<file path="config.mk">
export PLATFORM = sky130hd
export DESIGN_NAME = curved_pid_controller
export DESIGN_NICKNAME = d
export VERILOG_FILES = /design/src/hdl/cpid_pkg.sv /design/src/hdl/curved_pid_controller.sv /design/src/hdl/cpid_regs.sv /design/src/hdl/cpid_ctrl.sv /design/src/hdl/cpid_dp.sv
export SDC_FILE = /design/constraint.sdc
export NUM_CORES = 2
export LEC_CHECK = 0
export ABC_CLOCK_PERIOD_IN_PS = 8900
export BUFFER_PORTS_ARGS = -buffer_cell sky130_fd_sc_hd__clkbuf_2
export CAP_MARGIN = 20
export CORE_UTILIZATION = 55
export DETAILED_ROUTE_END_ITERATION = 8
export GPL_TIMING_DRIVEN = 0
export PLACE_DENSITY_LB_ADDON = 0.08
export SKIP_CTS_REPAIR_TIMING = 1
export SLEW_MARGIN = 25
export SYNTH_ARGS = -nofsm -noshare
export SYNTH_HDL_FRONTEND = slang
export SYNTH_HIERARCHICAL = 1
export SYNTH_SLANG_ARGS = --single-unit
</file>
<file path="constraint.sdc">
create_clock -name i_clk -period 8.9 [get_ports i_clk]
set_input_delay 0.89 -clock i_clk [delete_from_list [all_inputs] [get_ports i_clk]]
set_output_delay 0.89 -clock i_clk [all_outputs]
set_load 0.03 [all_outputs]
</file>
<file path="src/hdl/cpid_pkg.sv">
// shared types, widths and codes for the curved pid controller
`timescale 1ns / 1ps
`default_nettype none

package cpid_pkg;

    localparam int ANGLE_W  = 17;
    localparam int DT_W     = 20;
    localparam int DRIVE_W  = 16;
    localparam int GAIN_W   = 32;
    localparam int CURVE_W  = 17;
    localparam int MAXO_W   = 15;
    localparam int INTEG_W  = 48;
    localparam int ADDR_W   = 5;
    localparam int DATA_W   = 32;
    localparam int MUL_A_W  = 34;
    localparam int MUL_B_W  = 25;
    localparam int PROD_W   = MUL_A_W + MUL_B_W;

    localparam logic [CURVE_W-1:0] CURVE_ONE = 17'd65536;

    // register indexes, byte address divided by four
    localparam logic [2:0] REG_PROP_GAIN    = 3'd0;
    localparam logic [2:0] REG_INTEG_GAIN   = 3'd1;
    localparam logic [2:0] REG_DERIV_GAIN   = 3'd2;
    localparam logic [2:0] REG_CURVE_FACTOR = 3'd3;
    localparam logic [2:0] REG_MAX_OUTPUT   = 3'd4;

    localparam logic [GAIN_W-1:0]  RST_PROP_GAIN    = 32'd838861;
    localparam logic [GAIN_W-1:0]  RST_INTEG_GAIN   = 32'd28147;
    localparam logic [GAIN_W-1:0]  RST_DERIV_GAIN   = 32'd0;
    localparam logic [CURVE_W-1:0] RST_CURVE_FACTOR = 17'd19661;
    localparam logic [MAXO_W-1:0]  RST_MAX_OUTPUT   = 15'd25600;

    typedef struct packed {
        logic signed [ANGLE_W-1:0] measured_angle;
        logic [DT_W-1:0]           elapsed_us;
    } t_in;

    typedef struct packed {
        logic signed [DRIVE_W-1:0] drive_out;
        logic                      clamped;
    } t_out;

    typedef struct packed {
        logic [GAIN_W-1:0]  prop_gain;
        logic [GAIN_W-1:0]  integ_gain;
        logic [GAIN_W-1:0]  deriv_gain;
        logic [CURVE_W-1:0] curve_factor;
        logic [MAXO_W-1:0]  max_output;
    } t_cfg;

    typedef enum logic [3:0] {
        ST_IDLE,
        ST_ED,
        ST_P,
        ST_D,
        ST_IH,
        ST_IL,
        ST_TLOW,
        ST_SUM,
        ST_CM,
        ST_NUM,
        ST_SN,
        ST_OUT
    } t_state;

    // operand pair fed to the shared multiplier
    typedef enum logic [2:0] {
        MS_NONE,
        MS_E_DT,
        MS_KP_E,
        MS_KD_DE,
        MS_KI_IH,
        MS_KI_IL,
        MS_C_MAG,
        MS_S_NUM
    } t_mul_sel;

    // what the datapath does with the last registered product or its partial sums
    typedef enum logic [3:0] {
        ACT_NONE,
        ACT_INTEG,
        ACT_P,
        ACT_D,
        ACT_T,
        ACT_TLOW,
        ACT_SUM,
        ACT_NUM
    } t_act;

    typedef struct packed {
        logic     load_in;
        t_mul_sel mul_sel;
        t_act     act;
        logic     load_out;
    } t_cmd;

endpackage

`default_nettype wire

</file>
<file path="src/hdl/curved_pid_controller.sv">
// Curved PID controller, top level.
// Input channel (i_in_valid / o_in_ready / i_in_data): one transfer per
// sample carries the measured tilt (Q8.8) and the microseconds since the
// previous sample. Output channel (o_out_valid / i_out_ready / o_out_data):
// one transfer per sample carries the shaped, clamped drive (Q8.8) and the
// clamp flag. Gains, curve factor and clamp sit in an APB-style register
// bank at byte addresses 0x00 to 0x10; write them only while idle.
// Each sample steps seven products through one shared 34 x 25
// multiplier; no new sample is taken while one is in flight.
// The result sits in an output register, so the next sample is accepted as
// soon as the result is loaded; if the receiver stalls, the following
// sample waits in its final step until the register is free.
// Reset clears the integral and the previous error, restores the register
// defaults and drops any sample in flight.
`timescale 1ns / 1ps
`default_nettype none

module curved_pid_controller
    import cpid_pkg::*;
(
    input  wire logic              i_clk,
    input  wire logic              i_rst_n,
    input  wire logic              i_in_valid,
    output logic                   o_in_ready,
    input  wire t_in               i_in_data,
    output logic                   o_out_valid,
    input  wire logic              i_out_ready,
    output t_out                   o_out_data,
    input  wire logic              psel,
    input  wire logic              penable,
    input  wire logic              pwrite,
    input  wire logic [ADDR_W-1:0] paddr,
    input  wire logic [DATA_W-1:0] pwdata,
    output logic      [DATA_W-1:0] prdata,
    output logic                   pready
);

    t_cfg cfg;
    t_cmd cmd;

    cpid_regs u_regs (
        .i_clk   (i_clk),
        .i_rst_n (i_rst_n),
        .psel    (psel),
        .penable (penable),
        .pwrite  (pwrite),
        .paddr   (paddr),
        .pwdata  (pwdata),
        .prdata  (prdata),
        .pready  (pready),
        .o_cfg   (cfg)
    );

    cpid_ctrl u_ctrl (
        .i_clk       (i_clk),
        .i_rst_n     (i_rst_n),
        .i_in_valid  (i_in_valid),
        .i_out_ready (i_out_ready),
        .o_in_ready  (o_in_ready),
        .o_out_valid (o_out_valid),
        .o_cmd       (cmd)
    );

    cpid_dp u_dp (
        .i_clk   (i_clk),
        .i_rst_n (i_rst_n),
        .i_cmd   (cmd),
        .i_in    (i_in_data),
        .i_cfg   (cfg),
        .o_out   (o_out_data)
    );

endmodule

`default_nettype wire

</file>
<file path="src/hdl/cpid_regs.sv">
// apb-style configuration register bank
`timescale 1ns / 1ps
`default_nettype none

module cpid_regs
    import cpid_pkg::*;
(
    input  wire logic              i_clk,
    input  wire logic              i_rst_n,
    input  wire logic              psel,
    input  wire logic              penable,
    input  wire logic              pwrite,
    input  wire logic [ADDR_W-1:0] paddr,
    input  wire logic [DATA_W-1:0] pwdata,
    output logic      [DATA_W-1:0] prdata,
    output logic                   pready,
    output t_cfg                   o_cfg
);

    t_cfg       r_cfg;
    logic [2:0] reg_idx;
    logic       wr_en;

    assign reg_idx = paddr[ADDR_W-1:2];
    assign wr_en   = psel & penable & pwrite;
    assign pready  = 1'b1;
    assign o_cfg   = r_cfg;

    always_ff @(posedge i_clk) begin
        if (!i_rst_n) begin
            r_cfg.prop_gain    <= RST_PROP_GAIN;
            r_cfg.integ_gain   <= RST_INTEG_GAIN;
            r_cfg.deriv_gain   <= RST_DERIV_GAIN;
            r_cfg.curve_factor <= RST_CURVE_FACTOR;
            r_cfg.max_output   <= RST_MAX_OUTPUT;
        end else if (wr_en) begin
            unique case (reg_idx)
                REG_PROP_GAIN:    r_cfg.prop_gain    <= pwdata;
                REG_INTEG_GAIN:   r_cfg.integ_gain   <= pwdata;
                REG_DERIV_GAIN:   r_cfg.deriv_gain   <= pwdata;
                REG_CURVE_FACTOR: r_cfg.curve_factor <= pwdata[CURVE_W-1:0];
                REG_MAX_OUTPUT:   r_cfg.max_output   <= pwdata[MAXO_W-1:0];
                default: ; // unmapped addresses ignore the transfer
            endcase
        end
    end

    always_comb begin
        unique case (reg_idx)
            REG_PROP_GAIN:    prdata = r_cfg.prop_gain;
            REG_INTEG_GAIN:   prdata = r_cfg.integ_gain;
            REG_DERIV_GAIN:   prdata = r_cfg.deriv_gain;
            REG_CURVE_FACTOR: prdata = {{(DATA_W-CURVE_W){1'b0}}, r_cfg.curve_factor};
            REG_MAX_OUTPUT:   prdata = {{(DATA_W-MAXO_W){1'b0}}, r_cfg.max_output};
            default:          prdata = '0;
        endcase
    end

endmodule

`default_nettype wire

</file>
<file path="src/hdl/cpid_ctrl.sv">
// sequencing state machine and handshake control
`timescale 1ns / 1ps
`default_nettype none

module cpid_ctrl
    import cpid_pkg::*;
(
    input  wire logic i_clk,
    input  wire logic i_rst_n,
    input  wire logic i_in_valid,
    input  wire logic i_out_ready,
    output logic      o_in_ready,
    output logic      o_out_valid,
    output t_cmd      o_cmd
);

    t_state r_state;
    t_state n_state;
    logic   r_out_valid;
    logic   n_out_valid;
    logic   out_free;

    // result register can take a new value this cycle
    assign out_free    = !r_out_valid || i_out_ready;
    assign o_in_ready  = (r_state == ST_IDLE);
    assign o_out_valid = r_out_valid;

    always_ff @(posedge i_clk) begin
        if (!i_rst_n) begin
            r_state     <= ST_IDLE;
            r_out_valid <= 1'b0;
        end else begin
            r_state     <= n_state;
            r_out_valid <= n_out_valid;
        end
    end

    always_comb begin
        unique case (r_state)
            ST_IDLE: n_state = i_in_valid ? ST_ED : ST_IDLE;
            ST_ED:   n_state = ST_P;
            ST_P:    n_state = ST_D;
            ST_D:    n_state = ST_IH;
            ST_IH:   n_state = ST_IL;
            ST_IL:   n_state = ST_TLOW;
            ST_TLOW: n_state = ST_SUM;
            ST_SUM:  n_state = ST_CM;
            ST_CM:   n_state = ST_NUM;
            ST_NUM:  n_state = ST_SN;
            ST_SN:   n_state = ST_OUT;
            ST_OUT:  n_state = out_free ? ST_IDLE : ST_OUT;
            default: n_state = ST_IDLE;
        endcase
    end

    always_comb begin
        o_cmd.load_in  = 1'b0;
        o_cmd.mul_sel  = MS_NONE;
        o_cmd.act      = ACT_NONE;
        o_cmd.load_out = 1'b0;
        unique case (r_state)
            ST_IDLE: o_cmd.load_in = i_in_valid;
            ST_ED:   o_cmd.mul_sel = MS_E_DT;
            ST_P: begin
                o_cmd.mul_sel = MS_KP_E;
                o_cmd.act     = ACT_INTEG;
            end
            ST_D: begin
                o_cmd.mul_sel = MS_KD_DE;
                o_cmd.act     = ACT_P;
            end
            ST_IH: begin
                o_cmd.mul_sel = MS_KI_IH;
                o_cmd.act     = ACT_D;
            end
            ST_IL: begin
                o_cmd.mul_sel = MS_KI_IL;
                o_cmd.act     = ACT_T;
            end
            ST_TLOW: o_cmd.act     = ACT_TLOW;
            ST_SUM:  o_cmd.act     = ACT_SUM;
            ST_CM:   o_cmd.mul_sel = MS_C_MAG;
            ST_NUM:  o_cmd.act     = ACT_NUM;
            ST_SN:   o_cmd.mul_sel = MS_S_NUM;
            ST_OUT:  o_cmd.load_out = out_free;
            default: ;
        endcase
    end

    always_comb begin
        if (o_cmd.load_out) begin
            n_out_valid = 1'b1;
        end else if (i_out_ready) begin
            n_out_valid = 1'b0;
        end else begin
            n_out_valid = r_out_valid;
        end
    end

    a_accept_starts: assert property (@(posedge i_clk) disable iff (!i_rst_n)
        (i_in_valid && o_in_ready) |=> (r_state == ST_ED && !o_in_ready))
        else $error("accepted transfer did not start the sequence");

    a_valid_from_finish: assert property (@(posedge i_clk) disable iff (!i_rst_n)
        $rose(r_out_valid) |-> $past(r_state == ST_OUT))
        else $error("result raised outside the finishing step");

    a_hold_when_blocked: assert property (@(posedge i_clk) disable iff (!i_rst_n)
        (r_state == ST_OUT && r_out_valid && !i_out_ready) |=> (r_state == ST_OUT))
        else $error("finishing step left while previous result unread");

endmodule

`default_nettype wire

</file>
<file path="src/hdl/cpid_dp.sv">
// datapath: shared multiplier, integral state, shaping and clamp
`timescale 1ns / 1ps
`default_nettype none

module cpid_dp
    import cpid_pkg::*;
(
    input  wire logic i_clk,
    input  wire logic i_rst_n,
    input  wire t_cmd i_cmd,
    input  wire t_in  i_in,
    input  wire t_cfg i_cfg,
    output t_out      o_out
);

    logic signed [ANGLE_W-1:0] r_e;
    logic        [DT_W-1:0]    r_dt;
    logic signed [ANGLE_W-1:0] r_last_err;
    logic signed [INTEG_W-1:0] r_integ;
    logic signed [PROD_W-1:0]  r_prod;
    logic signed [32:0]        r_acc;
    logic signed [57:0]        r_t;
    logic signed [16:0]        r_s;
    logic        [15:0]        r_mag;
    logic        [32:0]        r_num;
    t_out                      r_out;

    logic signed [MUL_A_W-1:0] op_a;
    logic signed [MUL_B_W-1:0] op_b;
    logic        [ANGLE_W:0]   neg_angle;
    logic        [ANGLE_W-1:0] e_in;
    logic        [ANGLE_W:0]   de;
    logic        [INTEG_W:0]   integ_sum;
    logic        [INTEG_W-1:0] integ_sat;
    logic        [32:0]        acc_d;
    logic        [57:0]        t_low;
    logic signed [34:0]        sum35;
    logic        [16:0]        s_sat;
    logic        [16:0]        s_neg;
    logic        [CURVE_W-1:0] c_eff;
    logic        [CURVE_W-1:0] c_rest;
    logic        [32:0]        num_next;
    logic signed [34:0]        shaped;
    logic signed [34:0]        max35;
    t_out                      out_next;

    assign o_out = r_out;

    // error is the negated angle; only the most negative angle overflows
    assign neg_angle = 18'd0 - {i_in.measured_angle[ANGLE_W-1], i_in.measured_angle};
    assign e_in = (neg_angle[ANGLE_W:ANGLE_W-1] == 2'b01) ? 17'h0FFFF
                                                          : neg_angle[ANGLE_W-1:0];

    assign de = {r_e[ANGLE_W-1], r_e} - {r_last_err[ANGLE_W-1], r_last_err};

    always_comb begin
        unique case (i_cmd.mul_sel)
            MS_E_DT: begin
                op_a = {{(MUL_A_W-DT_W){1'b0}}, r_dt};
                op_b = {{(MUL_B_W-ANGLE_W){r_e[ANGLE_W-1]}}, r_e};
            end
            MS_KP_E: begin
                op_a = {{2{i_cfg.prop_gain[GAIN_W-1]}}, i_cfg.prop_gain};
                op_b = {{(MUL_B_W-ANGLE_W){r_e[ANGLE_W-1]}}, r_e};
            end
            MS_KD_DE: begin
                op_a = {{2{i_cfg.deriv_gain[GAIN_W-1]}}, i_cfg.deriv_gain};
                op_b = {{(MUL_B_W-ANGLE_W-1){de[ANGLE_W]}}, de};
            end
            MS_KI_IH: begin
                op_a = {{2{i_cfg.integ_gain[GAIN_W-1]}}, i_cfg.integ_gain};
                op_b = {r_integ[INTEG_W-1], r_integ[INTEG_W-1:24]};
            end
            MS_KI_IL: begin
                op_a = {{2{i_cfg.integ_gain[GAIN_W-1]}}, i_cfg.integ_gain};
                op_b = {1'b0, r_integ[23:0]};
            end
            MS_C_MAG: begin
                op_a = {{(MUL_A_W-CURVE_W){1'b0}}, c_eff};
                op_b = {9'd0, r_mag};
            end
            MS_S_NUM: begin
                op_a = {1'b0, r_num};
                op_b = {{(MUL_B_W-17){r_s[16]}}, r_s};
            end
            MS_NONE: begin
                op_a = '0;
                op_b = '0;
            end
            default: begin
                op_a = '0;
                op_b = '0;
            end
        endcase
    end

    // saturating integral update, 49-bit sum checked on its top two bits
    assign integ_sum = {r_integ[INTEG_W-1], r_integ} + {{12{r_prod[36]}}, r_prod[36:0]};
    always_comb begin
        if (integ_sum[INTEG_W] != integ_sum[INTEG_W-1]) begin
            integ_sat = integ_sum[INTEG_W] ? {1'b1, {(INTEG_W-1){1'b0}}}
                                           : {1'b0, {(INTEG_W-1){1'b1}}};
        end else begin
            integ_sat = integ_sum[INTEG_W-1:0];
        end
    end

    assign acc_d = r_acc + {{7{r_prod[49]}}, r_prod[49:24]};
    assign t_low = r_t + {{26{r_prod[55]}}, r_prod[55:24]};
    assign sum35 = {{2{r_acc[32]}}, r_acc} + {r_t[57], r_t[57:24]};

    always_comb begin
        if (sum35 > 35'sd32768) begin
            s_sat = 17'h08000;
        end else if (sum35 < -35'sd32768) begin
            s_sat = 17'h18000;
        end else begin
            s_sat = sum35[16:0];
        end
    end
    assign s_neg = 17'd0 - s_sat;

    assign c_eff    = (i_cfg.curve_factor > CURVE_ONE) ? CURVE_ONE : i_cfg.curve_factor;
    assign c_rest   = CURVE_ONE - c_eff;
    assign num_next = r_prod[32:0] + {8'd0, c_rest, 8'd0};

    assign shaped = r_prod[PROD_W-1:24];
    assign max35  = {20'd0, i_cfg.max_output};

    always_comb begin
        if (shaped > max35) begin
            out_next.drive_out = max35[DRIVE_W-1:0];
            out_next.clamped   = 1'b1;
        end else if (shaped < -max35) begin
            out_next.drive_out = 16'd0 - max35[DRIVE_W-1:0];
            out_next.clamped   = 1'b1;
        end else begin
            out_next.drive_out = shaped[DRIVE_W-1:0];
            out_next.clamped   = 1'b0;
        end
    end

    // controller state carried between items
    always_ff @(posedge i_clk) begin
        if (!i_rst_n) begin
            r_integ    <= '0;
            r_last_err <= '0;
        end else begin
            if (i_cmd.act == ACT_INTEG) begin
                r_integ <= integ_sat;
            end
            if (i_cmd.act == ACT_D) begin
                r_last_err <= r_e;
            end
        end
    end

    always_ff @(posedge i_clk) begin
        if (i_cmd.load_in) begin
            r_e  <= e_in;
            r_dt <= i_in.elapsed_us;
        end
        if (i_cmd.mul_sel != MS_NONE) begin
            r_prod <= op_a * op_b;
        end
        unique case (i_cmd.act)
            ACT_P:    r_acc <= {{8{r_prod[48]}}, r_prod[48:24]};
            ACT_D:    r_acc <= acc_d;
            ACT_T:    r_t   <= r_prod[57:0];
            ACT_TLOW: r_t   <= t_low;
            ACT_SUM: begin
                r_s   <= s_sat;
                r_mag <= s_sat[16] ? s_neg[15:0] : s_sat[15:0];
            end
            ACT_NUM:  r_num <= num_next;
            ACT_NONE, ACT_INTEG: ;
            default: ;
        endcase
        if (i_cmd.load_out) begin
            r_out <= out_next;
        end
    end

    a_drive_in_range: assert property (@(posedge i_clk) disable iff (!i_rst_n)
        i_cmd.load_out |=>
            ($signed(r_out.drive_out) <= $signed({1'b0, i_cfg.max_output}) &&
             $signed(r_out.drive_out) >= -$signed({1'b0, i_cfg.max_output})))
        else $error("drive value outside the clamp");

    a_flag_at_limit: assert property (@(posedge i_clk) disable iff (!i_rst_n)
        i_cmd.load_out |=>
            (!r_out.clamped ||
             r_out.drive_out == $signed({1'b0, i_cfg.max_output}) ||
             r_out.drive_out == -$signed({1'b0, i_cfg.max_output})))
        else $error("clamped flag set with drive short of the limit");

endmodule

`default_nettype wire
</file>
==> results.tsv <==
stage	metric	value	unit
status	status	complete, but fails checks	
status	failing checks	setup timing	
route	Final ANT Viol Nets	0	
synth	count of state elements after synthesis	467	
cts	CTS tree	built	
route	WL/cell	26.4	microns
layout	layout cells sized above 1	12.2	%
synth	sequential cell area fraction in the yosys report	19.1	%
cts	Clk Latency, worst-skew pair	650	ps
worst_setup_path	r2r startpoint	u_regs/o_cfg[17]$_SDFFE_PN1P_	
power_and_ir_drop	Leak	0.0332	uW
die	initial core utilization	55.8	%
sta	Setup-failing EPs final	37	
layout	area grow syn2layout	12.6	%
place	detailed placement HPWL	194000	microns
route	initial DRC count	5490	
global_route	vias in the first global route	54100	
cts	CTS Sinks	467	
sta	FMAX	99.3	MHz
worst_setup_path	Worst EP required	9260	ps
cts	Clock Tree Buf Depth	3	
synth	Mapped Cells	7128	
cts	clock buffer count from CTS	50	
sta	Worst-Margin Slew	1420	ps
worst_setup_path	startpoint types	register	
layout	final std cells w/o fill	8994	
layout	area of the multi-input gates	47500	sq um
global_route	total gr overflow	0	
layout	filler instances	9918	
worst_setup_path	critical path's slowest cell	fa_1	
route	# DRC	0	
synth	Synth Net Count	8498	
worst_setup_path	r2r worst-path depth	37	
sta	Post-Route Setup TNS	-28040	ps
cts	clock root buffer	clkbuf_16	
worst_hold_path	worst min-delay path class	in2reg	
worst_hold_path	worst hold path stage count	1	
power_and_ir_drop	Worst VDD drop	0.000325	V
sta	Final min period	10070	ps
worst_setup_path	Worst Path Arrival	10430	ps
die	die area	116000	sq um
sta	slew margin rel.	5.66	%
route	via count	55100	
place	# placed instances	8789	
job	Max Cap Viol	0	
sta	Final Max Slew Viols	0	
route	Via density	6.13	
place	Port-buffer cells	129	
synth	Netlist cell types	110	
die	Rows	123	
synth	ys flop type	edfxtp_1	
worst_hold_path	startpoint of the worst hold path	i_in_data[13]	
die	num ports	133	
global_route	GRT Util Overall	40.2	%
global_route	global-route wire length before repair	345000	microns
synth	YS warnings	6	
place	pre-CTS WS	-3970	ps
route	DR pass1 iterations	6	
sta	Final period util	113	%
worst_setup_path	Crit Reg-Reg Endpoint	u_dp/r_prod[55]$_DFFE_PP_	
power_and_ir_drop	Power, Total	17000	uW
synth	largest cells by area after synthesis	fa_1 (28%), edfxtp_1 (13%), ha_1 (8.3%), dfxtp_1 (6.3%), nand2_1 (6.1%)	
layout	Final #Nets	8817	
place	Placer Congestion	1.02	
layout	Core Util, Final	62.8	%
global_route	pin count of the biggest net entering global routing	61	
worst_setup_path	CP max stage delay	590	ps
power_and_ir_drop	PwrDens	239	nW/um^2
synth	top cell type's share of synthesized area	27.6	%
worst_setup_path	CP Capture Type	register	
worst_hold_path	hold path endpoint	u_dp/r_dt[13]$_DFFE_PP_	
synth	Avg Cell Area, Syn	8.86	sq um
sta	RSZ-0062 raised after global routing	yes	
route	WL final	237000	microns
worst_setup_path	Max FO, Critical Path	7	
synth	async set or reset register ratio after synthesis	0	%
global_route	initial antenna violation count	9	
sta	PnR worst setup slack	-1170	ps
sta	Fin. Hold Viols	0	
synth	EDFF count, synth	269	
cts	clock transition at the registers of the reported paths	70	ps
die	Core Area	113000	sq um
worst_setup_path	reg2reg setup slack	-1170	ps
worst_setup_path	CP Class	reg2reg	
layout	FF+latch area	12000	sq um
sta	clk_skew	45.0	ps
die	Die H	341	microns
cts	H-tree depth	2	
die	Die X	341	microns
synth	Synth area leader	fa_1	
synth	Syn Std Cell Area	63100	sq um
-- layout by cell type (no fill, tap or decap), drive strengths merged, types with 198 or more instances in the layout --
cell,n
fa,871
clkbuf,426
o21ai,385
nor2,425
nand2,1042
a21oi,375
buf,230
inv,1005
edfxtp,269
dfxtp,198
ha,418
-- how the worst max path moves through the flow --
stage                                   from                        end  depth (start not counted)
2_1_floorplan  u_regs/o_cfg[17]$_SDFFE_PN1P_  u_dp/r_prod[42]$_DFFE_PP_                         39
3_3_place_gp    u_ctrl/r_state[3]$_SDFF_PN0_  u_dp/r_prod[58]$_DFFE_PP_                         35
3_5_place_dp    u_ctrl/r_state[3]$_SDFF_PN0_  u_dp/r_prod[58]$_DFFE_PP_                         32
4_1_cts         u_ctrl/r_state[3]$_SDFF_PN0_  u_dp/r_prod[58]$_DFFE_PP_                         32
5_1_grt         u_ctrl/r_state[2]$_SDFF_PN0_  u_dp/r_prod[48]$_DFFE_PP_                         33
6_report       u_regs/o_cfg[17]$_SDFFE_PN1P_  u_dp/r_prod[55]$_DFFE_PP_                         37
-- through the flow --
step	area, sq um	hold slack (ps)
2_1_floorplan	63500	440
3_3_place_gp	66000	452
3_5_place_dp	66700	457
4_1_cts	68500	385
5_1_grt	71100	395
6_report	71100	409
-- registers in the layout, summed over array words and instances (netlist names) --
register,flops
u_dp/r_acc,33
u_dp/r_t,58
u_dp/r_num,33
u_dp/r_last_err,17
u_dp/r_prod,59
u_dp/r_e,17
u_ctrl/o_out_valid,1
u_dp/r_integ,48
u_dp/r_dt,20
u_dp/o_out,17
u_dp/r_mag,15
u_dp/r_s,17
u_regs/o_cfg,128
u_ctrl/r_state,4
-- where the power goes --
part	internal, uW	leakage [uW]	switching, uW
Sequential	2740	0.00410	586
Clock	1280	0.000855	1020
Combinational	4650	0.0283	6690
Total	8670	0.0332	8300
-- cell families after synthesis --
family,share of synthesized area (%)
compound gates,14.6
xor+xnor,3.76
fa+ha+maj,36.1
buf+inv,8.21
flops,19.1
mux,2.95
other cells,0.0119
simple gates,15.3
-- critical path, delay by kind of cell, from the launching register on --
family,cells,cell delay [ps]
AO/OA/AOI/OAI,9,1690
adder cells (fa/ha/maj),8,3750
buffers and inverters,6,620
XOR/XNOR,1,90
flip-flops,1,390
AND/OR/NAND/NOR,13,3200
-- cells in the mapped netlist, types with 13 or more instances --
library cell / count
o311ai_0: 20
inv_1: 999
nor2_1: 412
or2_2: 14
and2_1: 96
dfxtp_1: 198
clkbuf_1: 263
mux2_2: 34
xnor2_1: 168
buf_4: 21
a21o_1: 168
o211ai_1: 38
or3_1: 30
mux2i_1: 140
ha_1: 418
a221oi_1: 16
o22ai_1: 21
a22oi_1: 51
buf_2: 28
a31oi_1: 34
a211oi_1: 26
nor2b_1: 59
nand4_1: 41
and3_1: 51
a22o_1: 29
nand2b_1: 80
nor3_1: 106
o21a_1: 54
nand2_1: 1034
a21boi_0: 23
edfxtp_1: 269
o31ai_1: 31
nand3_1: 127
o21bai_1: 39
o21ai_1: 21
fa_1: 871
xor2_1: 103
buf_1: 13
o21ai_0: 362
nor4_1: 21
a21oi_1: 375
-- routing by layer --
layer | part of all wire, % | routed length (microns) | track usage (%) | up-vias
li1 | - | - | - | 24300
met1 | 39 | 92500 | 52.0 | 27400
met3 | 9.6 | 22900 | 7.78 | 576
met2 | 45 | 107000 | 63.9 | 2876
met5 | 0.0042 | 10 | 0 | -
met4 | 6.0 | 14300 | 21.4 | 2
-- final cells by class --
class	count	area share [%]
well taps	1500	2.64
diodes	5	0.0176
plain buffers	321	2.60
flip-flops and latches	467	17.0
repair buffers	278	3.19
clock buffers	57	1.89
multi-input cells	5327	66.8
clock inverters	37	0.625
inverters	1002	5.30
No activity file was read; power rests on OpenSTA's default activity.
